===== config.mk =====
export PLATFORM = sky130hd
export DESIGN_NAME = rtp_datagram_packetizer_unit
export DESIGN_NICKNAME = d
export VERILOG_FILES = /design/src/rtl/core/rtpdp_pkg.sv /design/src/rtl/core/rtpdp_front.sv /design/src/rtl/core/rtpdp_queue.sv /design/src/rtl/core/rtpdp_back.sv /design/src/rtl/core/rtp_datagram_packetizer_unit.sv
export SDC_FILE = /design/constraint.sdc
export NUM_CORES = 1
export LEC_CHECK = 0
export ABC_AREA = 1
export BUFFER_PORTS_ARGS = -buffer_cell sky130_fd_sc_hd__clkbuf_2
export CAP_MARGIN = 20
export CORE_ASPECT_RATIO = 0.75
export CORE_MARGIN = 2
export CORE_UTILIZATION = 60
export CTS_CLUSTER_SIZE = 25
export DETAILED_ROUTE_END_ITERATION = 8
export PLACE_DENSITY = 0.75
export SKIP_CTS_REPAIR_TIMING = 1
export SLEW_MARGIN = 30
export SYNTH_ARGS = -nofsm -noshare
export SYNTH_HDL_FRONTEND = slang
export SYNTH_SLANG_ARGS = --single-unit

===== constraint.sdc =====
create_clock -name clk -period 5.2 [get_ports clk]
set_input_delay 0.52 -clock clk [delete_from_list [all_inputs] [get_ports clk]]
set_output_delay 0.52 -clock clk [all_outputs]
set_load 0.01 [all_outputs]

===== src/rtl/core/rtpdp_pkg.sv =====
// ----------------------------------------------------------------------------
// RTP datagram packetizer package
// Shared constants and beat types for the packetizer front, queue and back.
// ----------------------------------------------------------------------------
package rtpdp_pkg;

    localparam int DATAGRAM_BYTES = 1400;
    localparam int FILL_W         = 14;
    localparam int HDR_LEN        = 12;
    localparam int IDX_W          = 4;
    localparam int QUEUE_DEPTH    = 4;
    localparam int QPTR_W         = 2;

    localparam logic [7:0] RTP_VERSION_BYTE = 8'h80;
    localparam logic [7:0] RTP_PAYLOAD_TYPE = 8'd96;

    typedef struct packed {
        logic [7:0]  payload_byte;
        logic        frame_first;
        logic        frame_last;
        logic [31:0] frame_time;
    } item_beat_t;

    typedef struct packed {
        logic [7:0] out_byte;
        logic       datagram_end;
        logic       run_end;
    } result_beat_t;

    // One classified item waiting for the back end.
    typedef struct packed {
        logic [7:0]  payload_byte;
        logic        with_header;
        logic        early_close;
        logic [15:0] seq;
        logic [31:0] stamp;
    } work_entry_t;

    typedef struct packed {
        logic full;
        logic empty;
    } queue_status_t;

endpackage


===== src/rtl/core/rtpdp_front.sv =====
// ----------------------------------------------------------------------------
// RTP packetizer front end
// Accepts payload beats, decides on header insertion and early close, and
// tracks sequence count, datagram fill and the frame timestamp.
// ----------------------------------------------------------------------------
module rtpdp_front
    import rtpdp_pkg::*;
(
    input  logic          clk,
    input  logic          rst_n,
    input  logic          item_valid,
    input  item_beat_t    item,
    input  queue_status_t qstat,
    output logic          push,
    output work_entry_t   entry
);

    localparam logic [FILL_W:0]   DGRAM_X  = (FILL_W+1)'(DATAGRAM_BYTES);
    localparam logic [FILL_W-1:0] CLOSE_AT = FILL_W'(DATAGRAM_BYTES - (HDR_LEN + 1));

    logic [15:0]       seq_reg,  seq_next;
    logic [FILL_W-1:0] fill_reg, fill_next;
    logic [31:0]       time_reg, time_next;

    logic              with_header;
    logic [FILL_W:0]   sum;
    logic              wrap;
    logic [FILL_W-1:0] fill_after;
    logic              early;

    assign push = item_valid && !qstat.full;

    always_comb
    begin
        with_header = item.frame_first || (fill_reg == '0);
        time_next   = item.frame_first ? item.frame_time : time_reg;
        sum         = {1'b0, fill_reg}
                    + (with_header ? (FILL_W+1)'(HDR_LEN + 1) : (FILL_W+1)'(1));
        wrap        = (sum >= DGRAM_X);
        fill_after  = wrap ? FILL_W'(sum - DGRAM_X) : sum[FILL_W-1:0];
        // A wrap leaves fewer than 13 bytes, which never meets the early close.
        early       = item.frame_last && (fill_after != '0) && (fill_after > CLOSE_AT);
        fill_next   = early ? '0 : fill_after;
        seq_next    = seq_reg + 16'(wrap || early);

        entry.payload_byte = item.payload_byte;
        entry.with_header  = with_header;
        entry.early_close  = early;
        entry.seq          = seq_reg;
        entry.stamp        = time_next;
    end

    always_ff @(posedge clk or negedge rst_n)
    begin
        if (!rst_n)
        begin
            seq_reg  <= '0;
            fill_reg <= '0;
            time_reg <= '0;
        end
        else if (push)
        begin
            seq_reg  <= seq_next;
            fill_reg <= fill_next;
            time_reg <= time_next;
        end
    end

endmodule


===== src/rtl/core/rtpdp_queue.sv =====
// ----------------------------------------------------------------------------
// RTP packetizer work queue
// Short FIFO of classified items between the front and back ends.
// ----------------------------------------------------------------------------
module rtpdp_queue
    import rtpdp_pkg::*;
(
    input  logic          clk,
    input  logic          rst_n,
    input  logic          push,
    input  work_entry_t   push_entry,
    input  logic          pop,
    output work_entry_t   head,
    output queue_status_t qstat
);

    work_entry_t         slot_reg [QUEUE_DEPTH];
    logic [QPTR_W-1:0]   wr_ptr_reg, rd_ptr_reg;
    logic [QPTR_W:0]     count_reg;

    assign qstat.full  = (count_reg == (QPTR_W+1)'(QUEUE_DEPTH));
    assign qstat.empty = (count_reg == '0);
    assign head        = slot_reg[rd_ptr_reg];

    always_ff @(posedge clk)
    begin
        if (push)
        begin
            slot_reg[wr_ptr_reg] <= push_entry;
        end
    end

    always_ff @(posedge clk or negedge rst_n)
    begin
        if (!rst_n)
        begin
            wr_ptr_reg <= '0;
            rd_ptr_reg <= '0;
            count_reg  <= '0;
        end
        else
        begin
            if (push)
            begin
                wr_ptr_reg <= wr_ptr_reg + 1'b1;
            end
            if (pop)
            begin
                rd_ptr_reg <= rd_ptr_reg + 1'b1;
            end
            count_reg <= count_reg + (QPTR_W+1)'(push) - (QPTR_W+1)'(pop);
        end
    end

endmodule


===== src/rtl/core/rtpdp_back.sv =====
// ----------------------------------------------------------------------------
// RTP packetizer back end
// Walks each queued item out as header bytes, if it has one, and its payload
// byte, marks datagram ends and holds the result beat in an output register.
// ----------------------------------------------------------------------------
module rtpdp_back
    import rtpdp_pkg::*;
(
    input  logic          clk,
    input  logic          rst_n,
    input  work_entry_t   head,
    input  queue_status_t qstat,
    input  logic [31:0]   source_id,
    output logic          pop,
    output logic          result_valid,
    input  logic          result_stall,
    output result_beat_t  result
);

    localparam logic [FILL_W-1:0] LAST_FILL = FILL_W'(DATAGRAM_BYTES - 1);

    logic [FILL_W-1:0] fill_reg, fill_next;
    logic [IDX_W-1:0]  idx_reg, idx_next;
    logic              valid_reg;
    result_beat_t      beat_reg, beat_next;

    logic [8*HDR_LEN-1:0] hdr_vec;
    logic [IDX_W-1:0]     sel;
    logic                 can_emit;
    logic                 is_pay;

    always_comb
    begin
        hdr_vec  = {RTP_VERSION_BYTE, RTP_PAYLOAD_TYPE, head.seq, head.stamp, source_id};
        sel      = IDX_W'(HDR_LEN - 1) - idx_reg;
        can_emit = !qstat.empty && (!valid_reg || !result_stall);
        is_pay   = !head.with_header || (idx_reg == IDX_W'(HDR_LEN));
        pop      = can_emit && is_pay;

        beat_next.out_byte     = is_pay ? head.payload_byte : hdr_vec[{sel, 3'b000} +: 8];
        beat_next.datagram_end = (fill_reg == LAST_FILL) || (is_pay && head.early_close);
        beat_next.run_end      = is_pay;
        fill_next              = beat_next.datagram_end ? '0 : fill_reg + 1'b1;
        idx_next               = is_pay ? '0 : idx_reg + 1'b1;
    end

    always_ff @(posedge clk or negedge rst_n)
    begin
        if (!rst_n)
        begin
            fill_reg  <= '0;
            idx_reg   <= '0;
            valid_reg <= 1'b0;
        end
        else if (can_emit)
        begin
            fill_reg  <= fill_next;
            idx_reg   <= idx_next;
            valid_reg <= 1'b1;
        end
        else if (!result_stall)
        begin
            valid_reg <= 1'b0;
        end
    end

    always_ff @(posedge clk)
    begin
        if (can_emit)
        begin
            beat_reg <= beat_next;
        end
    end

    assign result_valid = valid_reg;
    assign result       = beat_reg;

endmodule


===== src/rtl/core/rtp_datagram_packetizer_unit.sv =====
// ----------------------------------------------------------------------------
// RTP datagram packetizer
// Cuts a payload byte stream into datagrams of up to 1400 bytes with RTP headers.
//
// Channel  Direction  Handshake            Beat
// item     in         item_valid/stall     item_beat_t (one payload byte)
// result   out        result_valid/stall   result_beat_t (one datagram byte)
// cfg      in         cfg_valid/ready      32-bit source id
//
// A payload byte with no header leaves as a single beat; one that opens a frame
// or a datagram leaves as 13 beats, as the back end outputs a single byte per
// cycle while the output is not stalled. A four-entry queue lets the front keep
// accepting while the back end emits headers or the output is stalled.
// An accepted item passes through a queue slot, then the output register; a stall
// or earlier items can hold it. Reset clears all state but the queue slots and output beat.
// ----------------------------------------------------------------------------
module rtp_datagram_packetizer_unit
    import rtpdp_pkg::*;
(
    input  logic         clk,
    input  logic         rst_n,
    input  logic         item_valid,
    output logic         item_stall,
    input  item_beat_t   item,
    output logic         result_valid,
    input  logic         result_stall,
    output result_beat_t result,
    input  logic         cfg_valid,
    output logic         cfg_ready,
    input  logic [31:0]  cfg_data
);

    logic [31:0]   source_id_reg;
    logic          push;
    logic          pop;
    work_entry_t   push_entry;
    work_entry_t   head;
    queue_status_t qstat;

    assign cfg_ready  = 1'b1;
    assign item_stall = qstat.full;

    always_ff @(posedge clk or negedge rst_n)
    begin
        if (!rst_n)
        begin
            source_id_reg <= '0;
        end
        else if (cfg_valid && cfg_ready)
        begin
            source_id_reg <= cfg_data;
        end
    end

    rtpdp_front u_front (
        .clk        (clk),
        .rst_n      (rst_n),
        .item_valid (item_valid),
        .item       (item),
        .qstat      (qstat),
        .push       (push),
        .entry      (push_entry)
    );

    rtpdp_queue u_queue (
        .clk        (clk),
        .rst_n      (rst_n),
        .push       (push),
        .push_entry (push_entry),
        .pop        (pop),
        .head       (head),
        .qstat      (qstat)
    );

    rtpdp_back u_back (
        .clk          (clk),
        .rst_n        (rst_n),
        .head         (head),
        .qstat        (qstat),
        .source_id    (source_id_reg),
        .pop          (pop),
        .result_valid (result_valid),
        .result_stall (result_stall),
        .result       (result)
    );

endmodule

# Word-level counts from Yosys, hierarchy flattened
# Memory sizes are Yosys's and may differ from the RTL's.
# Index checks and enable logic that the tools add are counted.
[classes]
n_addsub = 10
n_lt_le_gt_ge = 2
eq_ne = 4
n_shift = 1
muxes = 11
n_reduce_logical = 19
[op_table]
columns = ["op", "count"]
rows = [
  ["96-bit by 8-bit indexed part select with 8-bit output", 1],
  ["14-bit two-way mux", 3],
  ["32-bit two-way mux", 1],
  ["16-bit by 1-bit adder with 16-bit output", 1],
  ["14-bit by 4-bit adder with 15-bit output", 1],
  ["15-bit by 11-bit greater-or-equal comparator with 1-bit output, second input constant", 1],
  ["14-bit by 1-bit adder with 14-bit output, second input constant", 1],
  ["14-bit by 11-bit == test with 1-bit output, second input constant", 1],
  ["14-bit by 11-bit > comparator with 1-bit output, second input constant", 1],
  ["14-bit zero test", 1],
  ["14-bit nonzero test", 1],
  ["14-bit by 11-bit subtractor with 14-bit output, second input constant", 1],
  ["4-bit two-way mux", 2],
  ["8-bit two-way mux", 1],
  ["1-bit logical AND", 6],
  ["1-bit zero test", 5],
  ["1-bit logical OR", 5],
  ["2-bit by 1-bit adder with 2-bit output, second input constant", 2],
  ["4-bit by 1-bit adder with 4-bit output, second input constant", 1],
  ["4-bit == test, second input constant", 1],
  ["1-bit two-way mux", 4],
  ["4-bit subtractor, first input constant", 1],
  ["3-bit by 1-bit adder with 3-bit output", 1],
  ["3-bit == test, second input constant", 1],
  ["3 further kinds", 3],
]
[word_totals]
ff_bits = 130
ram_bits = 232
inputBits = 79
out_inout_bits = 13
wordCells = 61
memories = 1
[mem_list]
columns = ["memory", "depth", "width", "read_ports", "rd_ports_with_merged_regs", "write_ports", "line", "text"]
rows = [
  ["u_queue.slot_reg", 4, 58, 1, 0, 1, "rtpdp_queue.sv:17", "work_entry_t slot_reg [QUEUE_DEPTH];"],
]

# Logic depth before layout (Yosys ltp)
[depth]
word_depth = 11
mapped_depth = 40
depth_no_buf = 39

# Modules after synthesis
# From an unflattened synthesis, not the netlist that was laid out.
[unflattened]
hier_cells = 2070
hier_area_um2 = 17913.4
[by_module_without_submodules]
columns = ["module", "n_inst", "cells_each", "area_per_inst_um2", "seq_area_each_um2"]
rows = [
  ["rtpdp_queue", 1, 955, 10139.7, 7141.8],
  ["rtpdp_front", 1, 579, 4036.4, 1551.5],
  ["rtpdp_back", 1, 398, 2433.6, 775.7],
  ["rtp_datagram_packetizer_unit", 1, 138, 1303.8, 800.8],
]

# Worst setup path after synthesis
# OpenSTA, ideal clock, no wires.
[synth_timing]
path_type = "input to register"
from = "in item[33] (netlist name)"
to = "reg u_front.seq_reg[14]"
setup_time_ns = 0.124
t_arrival_ns = 4.722
required_time_ns = 5.076
slack_ns = 0.354
cell_stages = 36
n_path_buf = 4
cell_sequence = "clkbuf_1 > clkbuf_1 > a41o_1 > ha_1 > nand2_1 > nand2_2 > inv_2 > nand2_2 > nand2_1 > nand2_1 > inv_1 > ha_1 > nand3_1 > nor2_1 > nand2_1 > nand2_1 > nand2_2 > nand3_2 > buf_6 > nand2_1 > nor2_2 > xor2_1 > nor2_1 > nand2_1 > nand2_2 > buf_6 > nand2_1 > ha_1 > ha_1 > nand3_1 > nor2_1 > and3_1 > nand3_1 > nor3_1 > nand2_1 > xnor2_1"
[synth_lines]
columns = ["item", "line", "text"]
rows = [
  ["from (decl)", "rtp_datagram_packetizer_unit.sv:24", "input item_beat_t item,"],
  ["to (signal assigned)", "rtpdp_front.sv:63", "seq_reg <= seq_next;"],
  ["to (decl)", "rtpdp_front.sv:21", "logic [15:0] seq_reg, seq_next;"],
]

==> reports/results.ini <==
[placement]
gp_congestion=0.893
dp_hpwl_mm=22.5
placed_area_um2=16600
port_buffers=90

[logic_synthesis]
ys_types=43
avgSynthCellArea_um2=10.4
syn_nets=1627
async_flop_share_pct=33.1
synth-seq-cells=362
ys_warn_count=0
synthFlopType=edfxtp_1
netlist_area_um2=15800
synth_edf_count=242
synth-seq-area-share_pct=64.8
netlist_instances=1530

[global_routing]
grt_first_pass_wirelength_mm=55.8
overflow=0
grt_max_degree=101
antenna_found_initial=1
grt_pass1_vias=10327
grt_use_total_pct=26.1

[die]
dieWidth_um=192
start_util_pct=61.0
coreArea_um2=26000
io_pins=92
rows=51
fp.dieH_um=145
die-area_um2=27700

[setup_path]
critPathTopFamily=simple AND/OR/NAND/NOR gates
worstPathMaxFanout=7
critical_path_arrival_ns=5.19
crit_slowest_cell=dfrtp_2
worstPathRequired_ns=5.60
cpMostUsedCell=nand2_1
cp-start-kind=register
cp_slowest_stage_delay_ns=0.43
cp_num_buf_inv=4
worstSetupPathType=register to register
cp-end-kind=register

[route]
drt_iter0_drc=1167
via_count=11356
wirelength_mm=36.1
vias_per_cell=5.73
wl_per_cell_um=18.2
firstDrtPassIters=5
postRouteAntennaNets=0
drc=0

[final_layout]
final_nets=1708
area_growth_pct=13.5
postLayoutCellArea_um2=18000
drive_above_1_share_pct=13.6
final_cell_mix=nand2_1 (268), edfxtp_1 (242), o21ai_0 (226)
largest_reg_flops=232
final_common_cell=nand2_1
antenna_cells=0
n_fill_cell=1944

[power_and_ir_drop]
power.density_nw_per_um2=541
p_leak_nw=7.19
max-vdd-ir-drop_v=0.000339

[sta]
worst_hold_slack_ns=-0.00329
finalHoldViolCount=6
maxSlewHeadroom_pct=34.3
setup_tns_ns=0
period_share_pct=92.1
skew_ns=0.0148
setup_viol=0
worstMarginPinSlew_ns=0.976
slew_viol_final=0
max_freq_mhz=209
fin_crit_ns=4.79

[min_path]
holdCritPathClass=input port to asynchronous set/reset pin

[cts]
cts_tree=done
cts_htree_levels=2
clk_latency_ns=0.52
clk_pin_slew_ns=0.06
clkSinkCount=362
root_buffer=clkbuf_16
cts_buffers=35
cts_buffer_depth=3

[run_status]
violations=negative hold slack
status=finished, violations left

[job]
cap_viol_max_count=0

## power breakdown
| group | internal, mW | switching [mW] |
|---|---|---|
| clock network | 1.55 | 1.07 |
| logic | 0.877 | 2.10 |
| registers | 3.85 | 0.279 |
## path summary, 6_finish.rpt
| kind | from | end | slack (ns) | cells past startpoint |
|---|---|---|---|---|
| setup reg to reg | u_front.fill_reg[0] | u_front.seq_reg[14] | 0.41 | 36 |
| hold / removal | rst_n | u_front.time_reg[27] | -0.003 | 1 |
| min in group clk | cfg_data[0] | source_id_reg[0] | 0.21 | 3 |
| max in group asynchronous | rst_n | u_front.fill_reg[0] | 4.04 | 2 |
| setup / recovery | u_front.fill_reg[0] | u_front.seq_reg[14] | 0.41 | 36 |
| hold reg to reg | source_id_reg[8] | source_id_reg[8] | 0.53 | 2 |
## area by class of cell
type	instances	area, µm²	area share (%)
Sequential cell	362	10300	57.1
Multi-Input combinational cell	958	4890	27.2
Clock buffer	50	995	5.53
Timing Repair Buffer	119	698	3.88
Inverter	135	507	2.82
Tap cell	344	430	2.39
Clock inverter	14	186	1.04
## synth_stat cells (all sizes together), types with 5 or more instances
| library cell | n | area share, % |
|---|---|---|
| ha | 17 | 1.3 |
| dfrtp | 120 | 19 |
| inv | 133 | 3.2 |
| xor2 | 23 | 1.3 |
| o211ai | 6 | 0.28 |
| a31oi | 6 | 0.24 |
| nand3 | 43 | 1.4 |
| clkbuf | 69 | 1.6 |
| nand2 | 283 | 6.9 |
| nor2 | 191 | 4.7 |
| o21ai | 229 | 7.3 |
| o221ai | 5 | 0.28 |
| buf | 7 | 0.32 |
| o311ai | 8 | 0.44 |
| a21oi | 18 | 0.57 |
| o22ai | 68 | 2.7 |
| nand4 | 14 | 0.55 |
| nor3 | 14 | 0.44 |
| xnor2 | 9 | 0.50 |
| edfxtp | 242 | 46 |
## stage by stage
step / power, mW / worst slack, ns / std cells / utilization (%)
floorplan: 6.12 / 0.354 / 1530 / -
global placement: 6.97 / 0.234 / 1911 / 64.1
detailed placement: 7.06 / 0.0817 / 1911 / 64.1
CTS: 9.68 / 0.0691 / 1975 / 68.6
global route: 10.3 / -0.0141 / 1982 / 69.2
finish: 9.72 / 0.409 / 1982 / 69.2
## worst reg2reg max path, delay by kind of cell, from the launching register on
kind | cells | cell delay [ns]
compound gates | 2 | 0.41
xor+xnor | 2 | 0.29
fa+ha+maj | 5 | 0.92
buf+inv | 4 | 0.27
flops | 1 | 0.43
simple gates | 23 | 2.35
## cell families after synthesis
logic type	count (synthesis)	synth area share, %
and+or+nand+nor	559	14.6
DFF	362	64.8
AOI/OAI and AO/OA	347	12.1
buffers and inverters	211	5.15
xor gates and xnor gates	32	1.77
adders and majority gates	18	1.47
other	1	0.0237
## per-layer routing
| layer | vias to the layer above | global-route usage (%) | wire, µm |
|---|---|---|---|
| met4 | 0 | 6.11 | 538 |
| met2 | 525 | 38.7 | 15700 |
| li1 | 5422 | - | - |
| met5 | - | 0 | 0 |
| met1 | 5362 | 40.5 | 16300 |
| met3 | 47 | 4.75 | 3600 |
Power figures use the tool's default switching activity.
